===== src/sv/plai_pkg.sv =====
package plai_pkg;

	localparam int LEN_BITS  = 28;
	localparam logic [LEN_BITS-1:0] LEN_MAX = {LEN_BITS{1'b1}};
	localparam int FRAC_BITS = 16;
	localparam int SQ_BITS   = 2 * LEN_BITS + 2;
	localparam int ROOT_BITS = SQ_BITS / 2;
	localparam int REM_BITS  = ROOT_BITS + 3;

	typedef enum logic [1:0] {
		OP_CLEAR   = 2'd0,
		OP_APPEND  = 2'd1,
		OP_REVERSE = 2'd2,
		OP_QUERY   = 2'd3
	} op_t;

	typedef enum logic [1:0] {
		ST_OK    = 2'd0,
		ST_EMPTY = 2'd1,
		ST_FULL  = 2'd2
	} status_t;

	typedef enum logic [4:0] {
		S_IDLE, S_DECODE, S_APP_RD, S_SQ_X, S_SQ_Y, S_SQRT, S_SEGEND,
		S_REV_A, S_REV_B, S_REV_C, S_REV_D, S_RB_START, S_RB_P, S_RB_C,
		S_Q_SCAN, S_Q_DIV, S_Q_PA, S_Q_PB, S_Q_PC, S_Q_MUL, S_Q_ADD,
		S_Q_LAST, S_Q_LASTCAP, S_EMIT
	} state_t;

	typedef struct packed {
		logic valid;
		op_t  op;
	} cmd_ctl_t;

endpackage


===== src/sv/plai_front.sv =====
// Accepts requests, decodes the operation and queues them for the back end.
module plai_front #(
	parameter int PW = 60
) (
	input  logic                clk,
	input  logic                arst_n,
	input  logic                push,
	output logic                full,
	input  logic [1:0]          opcode,
	input  logic [PW-1:0]       pt_in,
	input  logic [27:0]         pos_in,
	output plai_pkg::cmd_ctl_t  cmd_ctl,
	output logic [PW-1:0]       cmd_pt,
	output logic [27:0]         cmd_pos,
	input  logic                cmd_pop
);

	plai_pkg::op_t   op_q  [2];
	logic [PW-1:0]   pt_q  [2];
	logic [27:0]     pos_q [2];
	logic            wptr_q, rptr_q;
	logic [1:0]      cnt_q;
	plai_pkg::op_t   op_dec;
	logic            do_push, do_pop;

	always_comb begin
		case (opcode)
			plai_pkg::OP_CLEAR:   op_dec = plai_pkg::OP_CLEAR;
			plai_pkg::OP_APPEND:  op_dec = plai_pkg::OP_APPEND;
			plai_pkg::OP_REVERSE: op_dec = plai_pkg::OP_REVERSE;
			default:              op_dec = plai_pkg::OP_QUERY;
		endcase
	end

	assign full          = (cnt_q == 2'd2);
	assign do_push       = push && !full;
	assign do_pop        = cmd_pop && (cnt_q != 2'd0);
	assign cmd_ctl.valid = (cnt_q != 2'd0);
	assign cmd_ctl.op    = op_q[rptr_q];
	assign cmd_pt        = pt_q[rptr_q];
	assign cmd_pos       = pos_q[rptr_q];

	always_ff @(posedge clk) begin
		if (do_push) begin
			op_q[wptr_q]  <= op_dec;
			pt_q[wptr_q]  <= pt_in;
			pos_q[wptr_q] <= pos_in;
		end
	end

	always_ff @(posedge clk or negedge arst_n) begin
		if (!arst_n) begin
			wptr_q <= 1'b0;
			rptr_q <= 1'b0;
			cnt_q  <= 2'd0;
		end else begin
			if (do_push) begin
				wptr_q <= ~wptr_q;
			end
			if (do_pop) begin
				rptr_q <= ~rptr_q;
			end
			cnt_q <= cnt_q + {1'b0, do_push} - {1'b0, do_pop};
		end
	end

endmodule


===== config.mk =====
export PLATFORM = sky130hd
export DESIGN_NAME = plai_front
export DESIGN_NICKNAME = d
export VERILOG_FILES = /design/src/sv/plai_pkg.sv /design/src/sv/plai_front.sv
export SDC_FILE = /design/constraint.sdc
export NUM_CORES = 1
export LEC_CHECK = 0
export BUFFER_PORTS_ARGS = -buffer_cell sky130_fd_sc_hd__buf_2
export CORE_MARGIN = 2
export CORE_UTILIZATION = 34
export CTS_BUF_LIST = sky130_fd_sc_hd__clkbuf_8
export CTS_CLUSTER_SIZE = 28
export DETAILED_ROUTE_END_ITERATION = 8
export PLACE_DENSITY = 0.65
export SLEW_MARGIN = 10
export SYNTH_ARGS = -nofsm -noshare
export SYNTH_HDL_FRONTEND = slang
export SYNTH_SLANG_ARGS = --single-unit

===== constraint.sdc =====
create_clock -name clk -period 5.3 [get_ports clk]
set_input_delay 1.06 -clock clk [delete_from_list [all_inputs] [get_ports clk]]
set_output_delay 1.06 -clock clk [all_outputs]
set_load 0.01 [all_outputs]

==> summary.md, run 1 <==
| Metric | Value |
|---|---|
| Final nets | `592` |
| Min-delay worst type | `in -> async` |
| Layout cells sized above 1 | `61.89%` |
| Die width | `~150 um` |
| Placer congestion estimate | `about 0.65` |
| Top FF cell, synth | `edfxtp_1` |
| Worst-path maximum fanout | `52` |
| Post-DR wirelength/cell | `16.15 um` |
| Worst R2R Start | `cnt_q[1]` |
| CTS buffer count | `17` |
| Cell variety after synth | `17` |
| Hold Violations, Final | `0` |
| CTS tree | `yes` |
| Num ports | `186` |
| Via count | `about 3400` |
| DRC viols | `0` |
| Die area | `around 22000 um^2` |
| CP startpoint kind | `flip-flop` |
| Dominant cell type by area after synthesis | `edfxtp_1` |
| WS Path Type | `reg -> out` |
| Tcrit/Tclk final | `between 60% and 70%` |
| PwrDens | `between 500 and 600 nW/um^2` |
| Post_cts resized | `0` |
| Fmax | `0.2892 GHz` |
| Port buffer count | `185` |
| # fillers | `1925` |
| Leakage | `3.457 nW` |
| Post-synth net total | `396` |
| Drt total wl | `around 13 mm` |
| Area Overhead vs Synth | `21.35%` |
| Sequential area share after synthesis | `76.95%` |
| Core Rows | `53` |
| Peak supply drop | `between 0.0002 and 0.00025 V` |
| Setup ws final | `1.842 ns` |
| DR iter-0 viols | `143` |
| Mean post-synth cell area | `23.85 um^2` |
| Global-route wire length before repair | `roughly 19 mm` |
| Status | `completed` |
| Min cycle time layout | `3.458 ns` |
| Number of flops mapped to enable cells by yosys | `180` |
| CTS root buf | `clkbuf_8` |
| R2R setup slack | `3.07 ns` |
| Cts hold-fix bufs | `0` |
| Post-synthesis register bit count | `184` |
| Core ar. | `around 21000 um^2` |
| Yosys warns | `0` |
| Crit end category | `primary output` |
| Grt ovf | `0` |
| Slew Limit Headroom | `between 30% and 40%` |
| Placement Setup Slack | `2.267 ns` |
| RSZ-0062 raised after global routing | `false` |
| Vias per inst | `between 4 and 5` |
| Clock transition at path regs | `0.10 ns` |
| Die Y | `149.1 um` |
| Max-slew violation count | `0` |
| Initial Util | `34.36%` |
| Clk sinks | `184` |
| Final setup TNS | `0 ns` |
| Critical Path Source | `rptr_q` |
| Detail Route Antenna Nets | `0` |
| Cell Area, Synth | `7154 um^2` |
| Setup Skew | `0.01029 ns` |
| Number of global-route vias before repair | `3705` |
| Max cap viols | `0` |
| FFs w/ async S/R, synth | `2.174%` |
| Post-Syn Instances | `300` |
| Tot GR Track Use | `11.72%` |
| Area share of the largest cell type after synthesis | `75.55%` |
| Initial antenna violation count | `2` |
| Post-DP HPWL | `approximately 8.4 mm` |
| Synth area leaders | `edfxtp_1, mux2_4, buf_12` |
| Most used standard cell by instance count after synthesis | `edfxtp_1` |
| Most instantiated cells after synthesis | `edfxtp_1, mux2_4, buf_12, dfrtp_1, xnor2_1` |
| Pin count of the biggest net entering global routing | `67` |
| Post-CTS setup buffer count | `0` |
| Worst EP arrival | `2.40 ns` |
| Clock Latency Late Sink | `0.46 ns` |
| Clock Path Buffers | `2` |
| H-tree Lvls | `4` |
| Worst path required time | `approximately 4.2 ns` |
| 1st-pass router iterations | `4` |
| Slew @ Worst Pin | `around 0.93 ns` |
| Final count of negative-setup-slack endpoints | `0` |
==> worst paths after layout <==
check / to / cells after the start
setup / recovery: cmd_pt[54] / 3
hold / removal: rptr_q / 1
setup reg to reg: pt_q[1][43] / 3
hold reg to reg: cnt_q[1] / 1
max in group asynchronous: rptr_q / 1
min in group clk: cnt_q[1] / 1
==> cell usage in the layout (no fill, tap or decap), drive strengths merged <==
master / Yosys / final
clkinv: 0 / 6
nand2b: 1 / 1
mux2: 90 / 90
diode: 0 / 1
and2: 1 / 1
inv: 2 / 8
xnor2: 3 / 3
clkbuf: 2 / 17
ha: 2 / 2
edfxtp: 180 / 180
bufinv: 0 / 1
clkinvlp: 0 / 2
and3: 1 / 1
dfrtp: 4 / 4
nand2: 1 / 1
xor2: 1 / 1
buf: 10 / 189
or2: 1 / 1
nor2: 1 / 1
==> routing by layer <==
metal	routed length [um]	track usage, %
met1	4970	12.66
met2	6724	20.99
met3	812	4.220
met4	154	4.476
met5	13	0
==> power breakdown <==
part / leakage, nW / total [mW] / internal, mW / switching (mW)
sequential: 1.72 / 2.16 / 1.99 / 0.165
combinational: 1.54 / 1.52 / 0.801 / 0.715
clock: 0.196 / 0.927 / 0.391 / 0.536
total: 3.46 / 4.60 / 3.18 / 1.42
==> layout make-up <==
class	count	area, um^2	area share (%)
Sequential cell	184	5509	63.45
Timing Repair Buffer	189	968.4	11.15
Clock inverter	15	161.4	1.859
Multi-Input combinational cell	102	1455	16.76
Clock buffer	17	234.0	2.695
Antenna cell	1	2.502	0.02882
Tap cell	275	344.1	3.963
Inverter	2	7.507	0.08647
==> through the flow <==
| stage | instance area [um^2] | std cells | util [%] | hold slack [ns] | power [mW] |
|---|---|---|---|---|---|
| after global routing | 8680 | 784 | 41.68 | 0.3504 | 4.856 |
| after detailed placement | 8284 | 752 | 39.78 | 0.4890 | 3.748 |
| final | 8682 | 785 | 41.70 | 0.3962 | 4.598 |
| after floorplan | 7157 | 300 | - | 0.4601 | 3.345 |
| after CTS | 8680 | 784 | 41.68 | 0.3673 | 4.684 |
| after global placement | 8284 | 752 | 39.78 | 0.4781 | 3.710 |
==> worst max-delay path, cell delays in order, from the launching register on <==
cell     delay (ns)
dfrtp_4        0.94
buf_12         0.41
mux2_2         0.40
buf_2          0.14
==> cell families after synthesis <==
family | count (synthesis) | share of synthesized area (%)
DFF | 184 | 76.95
muxes | 90 | 18.84
adders and majority gates | 2 | 0.3497
buffers and inverters | 14 | 2.886
xor gates and xnor gates | 4 | 0.4898
and+or+nand+nor | 6 | 0.4898
==> sequential cells by signal, summed over array words and instances (netlist names) <==
name and cells:
cnt_q 2, op_q 4, pos_q 56, pt_q 120
rptr_q 1, wptr_q 1
Note: power is estimated with default switching activity, not from simulation.
==> run 2: changes to the inputs <==
==> constraint.sdc (replaced) <==
create_clock -name clk -period 3.6 [get_ports clk]
set_input_delay 0.72 -clock clk [delete_from_list [all_inputs] [get_ports clk]]
set_output_delay 0.72 -clock clk [all_outputs]
set_load 0.01 [all_outputs]
==> run 2 against run 1 <==
Effect of this change: final area increased by 0.32%; total power increased by 46%; die area unchanged; critical path type unchanged; highest routed layer unchanged; sequential power increased by 45%; global-route usage decreased by 0.076 points; hold slack got worse by 0.32 ns; wire length increased by 1.5%; clock-buffer cell count unchanged.
==> summary.md, run 2 (synthesis gave the netlist of run 1 again) <==
| Metric | Value |
|---|---|
| Leakage | `3.460 nW` |
| Tot GR Track Use | `between 10% and 20%` |
| Slew Limit Headroom | `36.02%` |
| CTS tree | `yes` |
| Initial antenna violation count | `5` |
| Area Overhead vs Synth | `21.74%` |
| Grt ovf | `0` |
| Largest delay share family, worst path | `flip-flops` |
| Biggest register | `pt_q` |
| Max incr delay on CP | `between 0.7 and 0.8 ns` |
| Min cycle time layout | `approximately 2.8 ns` |
| Slew @ Worst Pin | `~0.96 ns` |
| Die Y | `149.1 um` |
| CTS root buf | `clkbuf_8` |
| Multi-input logic area | `~1500 um^2` |
| PwrDens | `about 770 nW/um^2` |
| Detail Route Antenna Nets | `0` |
| Post_cts resized | `0` |
| Worst hold slack | `0.07328 ns` |
| Fmax | `0.3565 GHz` |
| Min-delay worst type | `in -> async` |
| CTS buffer count | `17` |
| WS Path Type | `reg -> out` |
| Final nets | `593` |
| Largest regs | `pt_q (120), pos_q (56), op_q (4)` |
| Most frequent cells in the layout | `buf_2, edfxtp_1, mux2_4` |
| Total power | `6.721 mW` |
| Crit end category | `primary output` |
| Setup ws final | `0.7953 ns` |
| Worst EP arrival | `around 2.1 ns` |
| Post-CTS setup buffer count | `0` |
| Num ports | `186` |
| Buffers and inverters on the worst path | `2` |
| DR iter-0 viols | `125` |
| Clk sinks | `184` |
| # fillers | `1881` |
| Finished Layout Cells | `a little under 800` |
| Die area | `22220 um^2` |
| Final setup TNS | `0 ns` |
| Post-DP HPWL | `8.645 mm` |
| Clock Path Buffers | `2` |
| H-tree Lvls | `4` |
| Core ar. | `20820 um^2` |
| Final count of negative-setup-slack endpoints | `0` |
| Setup Skew | `~0.013 ns` |
| Tcrit/Tclk final | `77.91%` |
| Clock transition at path regs | `0.09 ns` |
| DRC viols | `0` |
| Via count | `3416` |
| Placer congestion estimate | `0.6723` |
| RSZ-0062 raised after global routing | `false` |
| Fin util | `roughly two fifths` |
| Worst-path maximum fanout | `33` |
| Cts hold-fix bufs | `0` |
| Drt total wl | `12.86 mm` |
| Worst path required time | `2.88 ns` |
| Core Rows | `53` |
| Vias per inst | `4.335` |
| Most common library cell in the layout ignoring fill and taps | `buf_2` |
| Global-route wire length before repair | `19.13 mm` |
| DP Cell Count | `753` |
| Max cap viols | `0` |
| Worst R2R Start | `cnt_q[1]` |
| Status | `completed` |
| Layout cells sized above 1 | `between 60% and 70%` |
| Number of global-route vias before repair | `3626` |
| Initial Util | `34.36%` |
| Sequential cell area | `between 5000 and 6000 um^2` |
| Sequence of cells on the critical path | `buf_12 -> mux2_2 -> buf_2` |
| CP startpoint kind | `flip-flop` |
| Final instance area | `8710 um^2` |
| Cell Area, Placed | `8342 um^2` |
| Die width | `roughly 150 um` |
| 1st-pass router iterations | `4` |
| Clock Latency Late Sink | `roughly 0.44 ns` |
| Critical Path Slowest Stage Cell | `dfrtp_4` |
| Placement Setup Slack | `around 1.2 ns` |
| Max reg flops | `120` |
| Pin count of the biggest net entering global routing | `47` |
| Hold Violations, Final | `0` |
| Max-slew violation count | `0` |
| Critical Path Source | `rptr_q` |
| Post-DR wirelength/cell | `16.32 um` |
| Port buffer count | `between 150 and 200` |
| Peak supply drop | `0.0002983 V` |
==> run 2: cell count changes in the layout (fill, tap and decap cells not counted), sizes merged <==
cell,before,now
diode,1,3
buf,189,190
clkinvlp,2,3
clkinv,6,7
inv,8,6
==> run 2: worst paths after layout <==
check                              end  slack, ns  cells past startpoint
max in group asynchronous       rptr_q       3.39                      1
setup reg to reg           pos_q[0][4]       1.50                      4
hold / removal                cnt_q[0]       0.07                      1
hold reg to reg               cnt_q[1]       0.50                      1
setup / recovery            cmd_pt[54]       0.80                      3
min in group clk           pt_q[1][38]       0.46                      1
==> run 2: cell type report <==
| type | count | area share, % |
|---|---|---|
| antenna | 3 | 0.08619 |
| clock buffer | 17 | 2.686 |
| clock inverter | 15 | 1.451 |
| inverter | 2 | 0.08619 |
| multi-input combinational | 102 | 16.71 |
| sequential | 184 | 63.25 |
| tap | 275 | 3.951 |
| timing repair buffer | 190 | 11.78 |
==> run 2: per-layer routing <==
layer / wire length (um) / vias to the layer above / share of wire (%) / track usage [%]
met4: 325 / 4 / 2.5 / 5.333
li1: - / 1579 / - / -
met2: 6880 / 116 / 53 / 20.74
met3: 853 / 21 / 6.6 / 4.771
met5: 27 / - / 0.21 / 0
met1: 4776 / 1696 / 37 / 11.92
==> run 2: report_power, final <==
part	total (mW)	internal, mW	leakage (nW)	switching (mW)
Clock	1.27	0.547	0.179	0.723
Combinational	2.31	1.22	1.56	1.09
Sequential	3.14	2.93	1.72	0.211
==> run 2: worst register-to-register path: stages, from the launching register on <==
cell and delay (ns):
dfrtp_1 0.41, nand2b_1 0.13, nand2_1 0.15, nor2_4 0.75
buf_12 0.34
==> run 3: changes to the inputs <==
==> constraint.sdc (replaced) <==
create_clock -name clk -period 2.8 [get_ports clk]
set_input_delay 0.56 -clock clk [delete_from_list [all_inputs] [get_ports clk]]
set_output_delay 0.56 -clock clk [all_outputs]
set_load 0.01 [all_outputs]
==> run 3 against run 2 <==
Effect of this change: non-clock buffer count increased by 2; cell count increased by 0.38%; critical path depth unchanged; clock skew decreased by 0.0030 ns; wire length decreased by 1.6%; via count decreased by 0.82%; critical endpoint unchanged; largest power group unchanged.
==> summary.md, run 3 (synthesis gave the netlist of run 1 again) <==
| Metric | Value |
|---|---|
| Status | `completed` |
| Final count of negative-setup-slack endpoints | `0` |
| Fmax | `0.4297 GHz` |
| Fin util | `41.88%` |
| PwrDens | `995.6 nW/um^2` |
| Min-delay worst type | `in -> reg` |
| Port buffer count | `185` |
| Cell Area, Placed | `8324 um^2` |
| RSZ-0062 raised after global routing | `false` |
| Vias per inst | `4.283` |
| Cts hold-fix bufs | `1` |
| Max-slew violation count | `0` |
| Most frequent cells in the layout | `buf_2, edfxtp_1, mux2_4` |
| Drt total wl | `12.66 mm` |
| Post-CTS setup buffer count | `0` |
| Switching pwr | `2.637 mW` |
| Hold Violations, Final | `0` |
| Core ar. | `about 21000 um^2` |
| H-tree Lvls | `4` |
| Die area | `~22000 um^2` |
| Crit end category | `primary output` |
| Clock Latency Late Sink | `0.44 ns` |
| Most common library cell in the layout ignoring fill and taps | `buf_2` |
| Worst-path maximum fanout | `47` |
| Slew Limit Headroom | `a little under three fifths` |
| Initial antenna violation count | `4` |
| CTS tree | `yes` |
| Final setup TNS | `0 ns` |
| Core Rows | `53` |
| Clk sinks | `184` |
| Worst EP arrival | `1.77 ns` |
| DP Cell Count | `around 750` |
| Worst path required time | `2.24 ns` |
| P_int | `6.046 mW` |
| WS Path Type | `reg -> out` |
| Max reg flops | `120` |
| Num ports | `186` |
| DR iter-0 viols | `128` |
| Layout cells sized above 1 | `61.33%` |
| Net Sw Frac | `30.37%` |
| Worst hold slack | `roughly 0.3 ns` |
| Area Overhead vs Synth | `21.90%` |
| Finished Layout Cells | `roughly 790` |
| Post-DP HPWL | `8.475 mm` |
| Leakage | `3.470 nW` |
| Placer congestion estimate | `0.6678` |
| Clock Path Buffers | `2` |
| Pin count of the biggest net entering global routing | `just under 50` |
| Max cap viols | `0` |
| CTS root buf | `clkbuf_8` |
| Post-DR wirelength/cell | `~16 um` |
| Grt ovf | `0` |
| CP startpoint kind | `flip-flop` |
| Die width | `149.1 um` |
| 1st-pass router iterations | `4` |
| Clock transition at path regs | `0.10 ns` |
| Final nets | `595` |
| Post_cts resized | `0` |
| Die Y | `149.1 um` |
| Final instance area | `8721 um^2` |
| DRC viols | `0` |
| Min cycle time layout | `~2.3 ns` |
| Peak supply drop | `approximately 0.00052 V` |
| Largest regs | `pt_q (120), pos_q (56), op_q (4)` |
| Global-route wire length before repair | `between 15 and 20 mm` |
| Slew @ Worst Pin | `0.6604 ns` |
| Number of global-route vias before repair | `3709` |
| Setup Skew | `0.009579 ns` |
| Tcrit/Tclk final | `83.12%` |
| Via count | `3388` |
| Gate power share | `between 30% and 40%` |
| Share of power burned in registers | `45.2%` |
| CTS buffer count | `17` |
| Biggest register | `pt_q` |
| Tot GR Track Use | `between 10% and 20%` |
| R2R setup slack | `1.08 ns` |
| Initial Util | `34.36%` |
| Clk pwr share | `between 10% and 20%` |
| Detail Route Antenna Nets | `0` |
run 3: final timing paths:
path	end	depth (start not counted)	startpoint
min in group asynchronous	cnt_q[1]	2	arst_n
hold / removal	pos_q[1][13]	1	pos_in[13]
setup reg to reg	pt_q[0][24]	4	cnt_q[0]
setup / recovery	cmd_pt[54]	3	rptr_q
hold reg to reg	cnt_q[1]	1	cnt_q[1]
max in group asynchronous	rptr_q	2	arst_n
run 3: layer usage:
metal / global-route usage (%) / routed length, um / share of wire (%)
met2: 19.42 / 6401 / 51
met1: 13.40 / 5215 / 41
met4: 4.762 / 198 / 1.6
met3: 4.098 / 840 / 6.6
met5: 0 / 0 / 0
run 3: per-stage QoR:
stage / setup slack, ns / power [mW]
after global placement: 0.9447 / 7.065
after floorplan: 0.3653 / 6.307
after CTS: 0.4191 / 8.859
after global routing: 0.3813 / 9.178
final: 0.4726 / 8.683
after detailed placement: 0.9334 / 7.129
run 3: final cells by class:
| cell class | count | area [um^2] |
|---|---|---|
| fillers | 1892 | 12100 |
| flip-flops and latches | 184 | 5509 |
| multi-input cells | 102 | 1455 |
| repair buffers | 192 | 1018 |
| well taps | 275 | 344.1 |
| clock buffers | 17 | 234.0 |
| clock inverters | 15 | 142.6 |
| diodes | 4 | 10.01 |
| inverters | 2 | 7.507 |
run 3: power groups by stage:
stage                     sequential [mW]  clock [mW]  combinational [mW]
after global routing                 3.98        1.89                3.31
after global placement               3.96           0                3.10
after floorplan                      3.95           0                2.35
after detailed placement             4.00           0                3.13
after CTS                            3.94        1.78                3.14
final                                3.93        1.70                3.06
run 3: worst max-delay path, cell delays in order, from the launching register on:
cell and delay [ns]:
dfrtp_4 0.45, buf_12 0.31, mux2_2 0.37, buf_2 0.14
